--- config.mk ---
export PLATFORM = sky130hd
export DESIGN_NAME = bsc_queue
export DESIGN_NICKNAME = d
export VERILOG_FILES = /design/src/design/bsc_pkg.sv /design/src/design/bsc_queue.sv
export SDC_FILE = /design/constraint.sdc
export NUM_CORES = 1
export LEC_CHECK = 0
export BUFFER_PORTS_ARGS = -buffer_cell sky130_fd_sc_hd__buf_2
export CAP_MARGIN = 20
export CORE_MARGIN = 3
export CORE_UTILIZATION = 50
export CTS_BUF_LIST = sky130_fd_sc_hd__clkbuf_8
export DETAILED_ROUTE_END_ITERATION = 8
export PLACE_DENSITY = 0.73
export REMOVE_ABC_BUFFERS = 1
export SETUP_SLACK_MARGIN = 0.02
export SLEW_MARGIN = 10
export SYNTH_ARGS = -nofsm -noshare
export SYNTH_HDL_FRONTEND = slang
export SYNTH_SLANG_ARGS = --single-unit
--- constraint.sdc ---
create_clock -name clk -period 2.3 [get_ports clk]
set_clock_uncertainty 0.15 [all_clocks]
set_input_delay 0.46 -clock clk [delete_from_list [all_inputs] [get_ports clk]]
set_output_delay 0.46 -clock clk [all_outputs]
set_load 0.1 [all_outputs]
--- src/design/bsc_pkg.sv ---
// ----------------------------------------------------------------------------
// bsc_pkg: shared types for barometric sensor compensation
// Payload structs, register indexes and small arithmetic helpers.
// ----------------------------------------------------------------------------
package bsc_pkg;

    typedef struct packed {
        logic [15:0] raw_temperature;
        logic [18:0] raw_pressure;
    } in_word_t;

    typedef struct packed {
        logic signed [15:0] temperature_tenths;
        logic [19:0]        pressure_pa;
        logic               divide_error;
    } out_word_t;

    typedef struct packed {
        logic [63:0] cal_a;
        logic [63:0] cal_b;
        logic [31:0] cal_c;
        logic [1:0]  oss;
    } cal_t;

    localparam logic [1:0] REG_CAL_A = 2'd0;
    localparam logic [1:0] REG_CAL_B = 2'd1;
    localparam logic [1:0] REG_CAL_C = 2'd2;
    localparam logic [1:0] REG_OSS   = 2'd3;
    localparam int CFG_IDX_W = 2;

    localparam int QDEPTH = 4;
    localparam int QPTR_W = 2;

    // arithmetic right shift of a 32-bit signed value
    function automatic logic signed [31:0] asr32(input logic signed [31:0] x,
                                                  input int k);
        asr32 = x >>> k;
    endfunction

endpackage

--- src/design/bsc_queue.sv ---
// ----------------------------------------------------------------------------
// bsc_queue: small word queue between front and back
// Four entries, flop based.
// ----------------------------------------------------------------------------
module bsc_queue (
    input  logic              clk,
    input  logic              rst_n,
    input  logic              push,
    input  bsc_pkg::in_word_t push_word,
    output logic              full,
    input  logic              pop,
    output logic              not_empty,
    output bsc_pkg::in_word_t head
);
    import bsc_pkg::*;

    in_word_t          mem_reg [QDEPTH];
    logic [QPTR_W-1:0] wp_reg, rp_reg;
    logic [QPTR_W:0]   cnt_reg;

    always_ff @(posedge clk or negedge rst_n)
    begin
        if (!rst_n)
        begin
            wp_reg  <= '0;
            rp_reg  <= '0;
            cnt_reg <= '0;
        end
        else
        begin
            if (push)
                wp_reg <= wp_reg + 1'b1;
            if (pop)
                rp_reg <= rp_reg + 1'b1;
            cnt_reg <= cnt_reg + {{QPTR_W{1'b0}}, push} - {{QPTR_W{1'b0}}, pop};
        end
    end

    always_ff @(posedge clk)
    begin
        if (push)
            mem_reg[wp_reg] <= push_word;
    end

    assign full      = (cnt_reg == QDEPTH[QPTR_W:0]);
    assign not_empty = (cnt_reg != '0);
    assign head      = mem_reg[rp_reg];

    assert property (@(posedge clk) disable iff (!rst_n) pop |-> not_empty)
        else $error("queue pop while empty");
    assert property (@(posedge clk) disable iff (!rst_n) push |-> !full)
        else $error("queue push while full");
    assert property (@(posedge clk) disable iff (!rst_n) cnt_reg <= QDEPTH)
        else $error("queue count overflow");
endmodule

* After elaboration in Yosys (flattened, before gate mapping)
Memories as Yosys holds them, arrays and structs flattened.
Cells that the tools add are included.
** Word-level totals
- Register bits :: 7
- RAM bits :: 140
- Output and inout port bits :: 37
- Logic and storage cells :: 12
- Memories kept :: 1
** Cells by class
- $add $sub $neg :: 4
- Eq/ne operators :: 1
- Muxes and demuxes :: 2
- Reduce and logical (&&, ||, !) cells :: 1
** Memories
- mem_reg :: words 4, bits a word 35, rd ports 1, clocked after Yosys merged registers in 0, write ports 1, RTL line bsc_queue.sv:17 : in_word_t mem_reg [QDEPTH];
** Operator list (number)
- adder 2 x 1 -> 2 bit, second input constant :: 2
- adder 3 x 1 -> 3 bit :: 1
- == test 3 bit, second input constant :: 1
- nonzero test 3 bit :: 1
- subtractor 3 x 1 -> 3 bit :: 1
- two-way mux 1 bit :: 2

* Depth between registers and ports, before layout
Gate-level depths: netlist (run 1).
- Word-level depth :: 2
- Mapped depth :: 6

* Worst setup path after synthesis (run 1)
Ideal clock, no wire load.
- Path type :: register to output
- Start :: register rp_reg[1]
- End :: output head[5] (netlist bit)
- Data arrival time :: 1.510 ns
- Data required time :: 1.690 ns
- Path slack :: 0.180 ns
- Cell stages (with the launch flop) :: 4
- Cell sequence :: dfrtp_1 > buf_2 > buf_2 > mux4_1
** RTL lines
- from (decl) :: RTL line bsc_queue.sv:18 : logic [QPTR_W-1:0] wp_reg, rp_reg;
- from (signal assigned) :: RTL line bsc_queue.sv:34 : rp_reg <= rp_reg + 1'b1;
- to (decl) :: RTL line bsc_queue.sv:13 : output bsc_pkg::in_word_t head

==> results of run 1 <==
-- final timing paths --
check	cells past startpoint	from	slack (ns)	to
hold / removal	1	push_word[10]	0.09	mem_reg[1][10]
setup reg to reg	4	wp_reg[0]	0.62	mem_reg[2][25]
hold reg to reg	1	wp_reg[0]	0.40	wp_reg[0]
setup / recovery	3	rp_reg[0]	-0.19	head[8]
min in group asynchronous	2	rst_n	0.25	cnt_reg[1]
max in group asynchronous	2	rst_n	1.58	rp_reg[1]
-- cell usage after synthesis --
library cell    n  area, sq um
inv_1           6         22.5
and2_1          4         25.0
buf_6           1         11.3
and3_1          1         6.26
edfxtp_1      140         4200
dfrtp_1         7          175
nand2_1         2         7.51
buf_12          3         60.1
fa_1            1         20.0
mux4_1          7          184
o21ai_0         1         5.00
mux4_2         28          631
xor2_1          3         26.3
or3_1           1         6.26
buf_2           4         20.0
xnor2_1         2         17.5
ha_1            6         75.1
-- layer usage --
metal | global-route usage (%) | share of wire [%]
met1 | 18.5 | 41
met2 | 26.0 | 53
met3 | 6.55 | 5.8
met4 | 5.91 | 0.71
met5 | 0 | 0.15
-- worst max-delay path, delay by kind of cell (launching register included) --
kind | cells | cell delay (ns)
multiplexers | 1 | 0.56
flip-flops | 1 | 0.50
buffers and inverters | 2 | 0.39
-- logic make-up after synthesis --
kind of cell | after synthesis | share of synthesized area (%)
AND/OR/NAND/NOR | 8 | 0.820
XOR/XNOR | 5 | 0.797
adder cells (fa/ha/maj) | 7 | 1.73
AO/OA/AOI/OAI | 1 | 0.0910
multiplexers | 35 | 14.8
flip-flops | 147 | 79.7
buffers and inverters | 14 | 2.07
-- metrics by stage --
step	cells	hold slack, ns	setup slack (ns)	area (sq um)	util (%)
final	469	0.0921	-0.191	6950	66.1
after global routing	469	0.0540	-0.266	6950	66.1
after CTS	468	0.0526	-0.248	6910	65.8
after detailed placement	433	0.156	0.193	6330	60.2
after global placement	433	0.156	0.205	6330	60.2
after floorplan	209	0.0144	-0.927	5410	-
-- cell type report --
| class | instances | area (sq um) |
|---|---|---|
| Clock inverter | 15 | 168 |
| Clock buffer | 17 | 234 |
| Inverter | 6 | 22.5 |
| Timing Repair Buffer | 92 | 987 |
| Fill cell | 697 | 3560 |
| Multi-Input combinational cell | 56 | 982 |
| Sequential cell | 147 | 4380 |
| Tap cell | 136 | 170 |
-- what timing repair did --
item	in CTS	in global routing
hold buffers	1	0
gates resized for setup	45	14
setup endpoints to repair	35	35
gates cloned	1	1
endpoints found under the hold margin	7	0
setup buffers	1	0
==> flow_summary.json, run 1 <==
{
  "status": "finished, violations left",
  "failed_checks": "negative setup slack",
  "vias": 2459,
  "wl_mm": 8.87,
  "antenna_found_initial": 1,
  "crit_required_ns": 1.69,
  "io_pins": 76,
  "numCtsBuffers": 17,
  "synthCells": 217,
  "synth_cell_types": 17,
  "cts_buffer_depth": 2,
  "nets": 366,
  "die_w_microns": 111,
  "critPathLaunchType": "flop",
  "yosysSeqAreaShare_pct": 79.7,
  "cp_cell_sequence": "buf_12 -> mux4_2 -> buf_12",
  "min_period_ns": 2.49,
  "row_count": 37,
  "synth_area_sq_mm": 0.00550,
  "cts_tree": "built",
  "drive_gt1_share_pct": 48.6,
  "clockRootBuffer": "clkbuf_8",
  "critical-path-max-stage-delay_ns": 0.56,
  "hold_violations": 0,
  "gp_congestion": 0.686,
  "cp-end-kind": "primary output",
  "final_cell_mix": "140 x edfxtp_1, 40 x buf_2, 35 x mux4_2, 21 x buf_12, 17 x clkbuf_8",
  "cts_num_sinks": 147,
  "start_util_pct": 52.3,
  "layout_commonest_cell": "edfxtp_1",
  "slew_viol_final": 0,
  "timing.fmax_ghz": 0.401,
  "setup_viol": 35,
  "synth-seq-cells": 147,
  "hpwl_mm": 5.55,
  "grt-ovfl-total": 0,
  "tightest_slew_ns": 0.484,
  "hold_path_class": "in2reg",
  "clock_latency_ns": 0.43,
  "fin_crit_sh_pct": 108,
  "layout-area-overhead-vs-synth_pct": 26.4,
  "cts.reportedPaths.clkPinSlew_ns": 0.07,
  "avgSynthCellArea_sq_um": 25.3,
  "cp_slowest_cell": "mux4_2",
  "largest_reg_flops": 140,
  "slew_headroom_pct": 67.9,
  "grt_usage_pct": 15.7,
  "drt_first_pass_iters": 4,
  "vias_per_cell": 5.24,
  "grt_max_degree": 21,
  "drt_iter0_drc": 150,
  "path_max_fanout": 12,
  "die-area_sq_mm": 0.0123,
  "grt_setup_unrepaired": "yes",
  "path_class": "reg2out",
  "route.detailed.drc": 0,
  "core_sq_mm": 0.0105,
  "antenna_cells": 0,
  "fin_ws_ns": -0.191,
  "h-tree-depth": 4,
  "final.setup.tns_ns": -5.67,
  "die_h_microns": 111,
  "cap_violations": 0,
  "grt_pass1_wl_mm": 14.4,
  "wl_per_cell_microns": 18.9,
  "arrival_ns": 1.88,
  "ant_nets": 0,
  "crit_top_cell": "buf_12",
  "port_buffers": 75,
  "ys_warn_count": 0,
  "grt_pass1_vias": 2662
}
Power of run 1 is left out: the tool's default activity adds up to more than one toggle a clock period on the data nets, which glitch-free logic cannot reach.
==> run 2, diff against run 1 <==
Settings changed: SKIP_CTS_REPAIR_TIMING set to 1.
==> flow_summary.json, run 2 (synthesis gave the netlist of run 1 again) <==
{
  "status": "finished, violations left",
  "failed_checks": "negative setup slack",
  "grt_pass1_wl_mm": 14.3,
  "cap_violations": 0,
  "die_w_microns": 111,
  "clockRootBuffer": "clkbuf_8",
  "grt-ovfl-total": 0,
  "cp-end-kind": "primary output",
  "grt_pass1_vias": 2657,
  "ant_nets": 0,
  "slew_viol_final": 0,
  "vias": 2476,
  "cp_top_family": "multiplexers",
  "cp_slowest_cell": "mux4_1",
  "gp_congestion": 0.686,
  "start_util_pct": 52.3,
  "path_class": "reg2out",
  "hold_violations": 0,
  "path_max_fanout": 13,
  "grt_max_degree": 26,
  "hpwl_mm": 5.55,
  "row_count": 37,
  "nets": 365,
  "clock_latency_ns": 0.42,
  "io_pins": 76,
  "route.detailed.drc": 0,
  "critical-path-max-stage-delay_ns": 0.59,
  "grt_usage_pct": 15.6,
  "h-tree-depth": 4,
  "drt_iter0_drc": 108,
  "largest_reg_flops": 140,
  "regToRegSetupSlack_ns": 0.63,
  "critPathLaunchType": "flop",
  "crit_path_start": "rp_reg[0]",
  "cts_num_sinks": 147,
  "worstReg2RegEnd": "mem_reg[2][34]",
  "drt_first_pass_iters": 4,
  "wl_per_cell_microns": 18.9,
  "layout-area-overhead-vs-synth_pct": 25.5,
  "antenna_found_initial": 1,
  "reg2reg_from": "wp_reg[0]",
  "grt_setup_unrepaired": "yes",
  "timing.fmax_ghz": 0.404,
  "arrival_ns": 1.87,
  "numCtsBuffers": 17,
  "port_buffers": 75,
  "final.setup.tns_ns": -4.47,
  "critical_path_buf_inv_count": 2,
  "die-area_sq_mm": 0.0123,
  "cts_tree": "built",
  "cts.reportedPaths.clkPinSlew_ns": 0.07,
  "tightest_slew_ns": 0.484,
  "setup_viol": 35,
  "final_cell_mix": "140 x edfxtp_1, 40 x buf_2, 31 x mux4_2, 20 x buf_6, 19 x buf_12",
  "vias_per_cell": 5.29,
  "antenna_cells": 0,
  "fin_crit_sh_pct": 108,
  "die_h_microns": 111,
  "cp-endpoint": "head[1]",
  "wl_mm": 8.83,
  "slew_headroom_pct": 68.0,
  "crit_cells": 3,
  "reg2reg_depth": 4,
  "fin_ws_ns": -0.176,
  "drive_gt1_share_pct": 47.3,
  "core_sq_mm": 0.0105,
  "hold_path_class": "in2reg",
  "cts_buffer_depth": 2,
  "cp_cell_sequence": "buf_12 -> mux4_1 -> buf_6",
  "min_period_ns": 2.48,
  "crit_required_ns": 1.69,
  "layout_commonest_cell": "edfxtp_1"
}
run 2: metrics by stage:
| step | instances | area, sq um | hold WS [ns] | worst slack [ns] | utilization [%] |
|---|---|---|---|---|---|
| after global placement | 433 | 6330 | 0.156 | 0.205 | 60.2 |
| final | 468 | 6900 | 0.0946 | -0.176 | 65.6 |
| after global routing | 468 | 6900 | 0.0540 | -0.270 | 65.6 |
| after CTS | 465 | 6730 | -0.329 | -0.305 | 64.1 |
| after floorplan | 209 | 5410 | 0.0144 | -0.927 | - |
| after detailed placement | 433 | 6330 | 0.156 | 0.193 | 60.2 |
run 2: final cells by class:
| type | instances | area, sq um |
|---|---|---|
| Clock inverter | 15 | 168 |
| Sequential cell | 147 | 4380 |
| Tap cell | 136 | 170 |
| Inverter | 6 | 22.5 |
| Timing Repair Buffer | 91 | 923 |
| Fill cell | 703 | 3610 |
| Multi-Input combinational cell | 56 | 997 |
| Clock buffer | 17 | 234 |
run 2: how the worst min path moves through the flow:
stage                       start        endpoint  slack [ns]  cells after the start
finish              push_word[10]  mem_reg[1][10]        0.09                      1
global route         push_word[0]   mem_reg[1][0]        0.05                      1
CTS                         rst_n      cnt_reg[2]       -0.33                      1
detailed placement          rst_n      cnt_reg[2]        0.16                      1
global placement            rst_n      cnt_reg[2]        0.16                      1
floorplan                   rst_n      cnt_reg[0]        0.01                      0
run 2: metal layers:
layer	global-route usage, %	vias up	part of all wire [%]
met2	26.2	68	53
met3	6.55	8	5.6
met4	5.91	2	0.71
li1	-	1116	-
met5	0	-	0.23
met1	17.8	1282	41
Power of run 2 is left out for the same reason.
==> run 3, diff against run 2 <==
Settings changed: BUFFER_PORTS_ARGS -buffer_cell sky130_fd_sc_hd__buf_2 to unset, CORE_UTILIZATION 50 to 25, DONT_BUFFER_PORTS set to 1, PLACE_DENSITY 0.73 to 0.42.
Clock period 2.3 ns to 2.23 ns, I/O delays scaled along.
==> flow_summary.json, run 3 (synthesis gave the netlist of run 1 again) <==
{
  "status": "finished, violations left",
  "failed_checks": "negative setup slack",
  "crit_top_cell": "buf_12",
  "vias": 2513,
  "crit_required_ns": 1.63,
  "drt_first_pass_iters": 4,
  "start_util_pct": 25.8,
  "core_sq_mm": 0.0213,
  "cts_tree": "built",
  "numCtsBuffers": 17,
  "clock_latency_ns": 0.43,
  "post-route-cell-area_sq_mm": 0.00746,
  "setup_viol": 35,
  "final_cell_mix": "140 x edfxtp_1, 41 x buf_12, 38 x dlygate4sd3_1, 34 x mux4_2, 17 x clkbuf_8",
  "path_class": "reg2out",
  "wl_per_cell_microns": 17.7,
  "wl_mm": 10.8,
  "tightest_slew_ns": 0.354,
  "preCtsSetupSlack_ns": 0.157,
  "hold_path_class": "in2async",
  "grt_setup_unrepaired": "yes",
  "nets": 368,
  "hold_violations": 0,
  "clockRootBuffer": "clkbuf_8",
  "path_max_fanout": 8,
  "cp-end-kind": "primary output",
  "fin_crit_sh_pct": 111,
  "largest_reg_flops": 140,
  "arrival_ns": 1.87,
  "cp_cell_sequence": "buf_12 -> buf_12 -> mux4_2 -> buf_12",
  "antenna_found_initial": 1,
  "slew_viol_final": 0,
  "cts_buffer_depth": 2,
  "grt_max_degree": 20,
  "final.setup.tns_ns": -7.16,
  "hpwl_mm": 6.55,
  "h-tree-depth": 4,
  "place_area_sq_mm": 0.00660,
  "gp_congestion": 0.656,
  "slew_headroom_pct": 76.3,
  "fin_ws_ns": -0.240,
  "cap_violations": 0,
  "port_buffers": 0,
  "die_h_microns": 154,
  "io_pins": 76,
  "die_w_microns": 154,
  "min_period_ns": 2.47,
  "ant_nets": 0,
  "grt_pass1_vias": 2635,
  "critical-path-max-stage-delay_ns": 0.54,
  "grt-ovfl-total": 0,
  "cts_num_sinks": 147,
  "timing.fmax_ghz": 0.405,
  "grt_usage_pct": 9.39,
  "layout_commonest_cell": "edfxtp_1",
  "layout-area-overhead-vs-synth_pct": 35.7,
  "drive_gt1_share_pct": 37.6,
  "drt_iter0_drc": 119,
  "cp_slowest_cell": "mux4_2",
  "cts.reportedPaths.clkPinSlew_ns": 0.09,
  "die-area_sq_mm": 0.0238,
  "vias_per_cell": 4.11,
  "row_count": 53,
  "grt_pass1_wl_mm": 16.0,
  "route.detailed.drc": 0,
  "fillers": 1980,
  "critPathLaunchType": "flop"
}
==> run 3: cell types whose count changed in the layout (fill, tap and decap cells not counted), sizes merged <==
cell and delta:
buf -33, bufinv -1, clkbuf -1, clkinv -3, diode +1, dlygate4sd3 +37, inv +4
==> run 3: area by class of cell <==
| cell class | instances | area, sq um | area share (%) |
|---|---|---|---|
| sequential | 147 | 4380 | 58.7 |
| timing repair buffer | 94 | 1330 | 17.9 |
| tap | 275 | 344 | 4.61 |
| antenna | 1 | 2.50 | 0.0335 |
| clock inverter | 15 | 158 | 2.11 |
| clock buffer | 17 | 234 | 3.14 |
| multi-input combinational | 56 | 986 | 13.2 |
| inverter | 6 | 22.5 | 0.302 |
==> run 3: final timing paths <==
check                           cells after the start        from          to  slack [ns]
worst max-delay path                                4   rp_reg[0]    head[21]       -0.24
worst min-delay path                                1       rst_n   rp_reg[1]        0.19
worst max register to register                      6  cnt_reg[0]  cnt_reg[2]        0.58
worst min register to register                      1   wp_reg[0]   wp_reg[0]        0.38
max in group asynchronous                           1       rst_n   rp_reg[0]        1.46
min in group clk                                    3         pop  cnt_reg[0]        0.25
==> run 3: critical path: cells and delay by family, from the launching register on <==
| family | cells | cell delay (ns) |
|---|---|---|
| multiplexers | 1 | 0.54 |
| flip-flops | 1 | 0.42 |
| buffers and inverters | 3 | 0.48 |
==> run 3: metrics by stage <==
stage / std cells / utilization, % / hold WS (ns)
final: 611 / 35.0 / 0.193
after global routing: 611 / 35.0 / 0.163
after CTS: 565 / 32.8 / -0.506
after detailed placement: 533 / 31.0 / 0.000802
after global placement: 533 / 31.0 / 0.000828
after floorplan: 209 / - / 0.000409
==> run 3: routing by layer <==
layer	wire length (microns)	up-vias	part of all wire, %	global-route usage (%)
met5	0	-	0	0
met4	105	0	0.97	2.90
met3	562	9	5.2	4.84
met2	5690	59	53	16.1
met1	4460	1326	41	10.1
li1	-	1119	-	-
Power of run 3 is left out for the same reason.
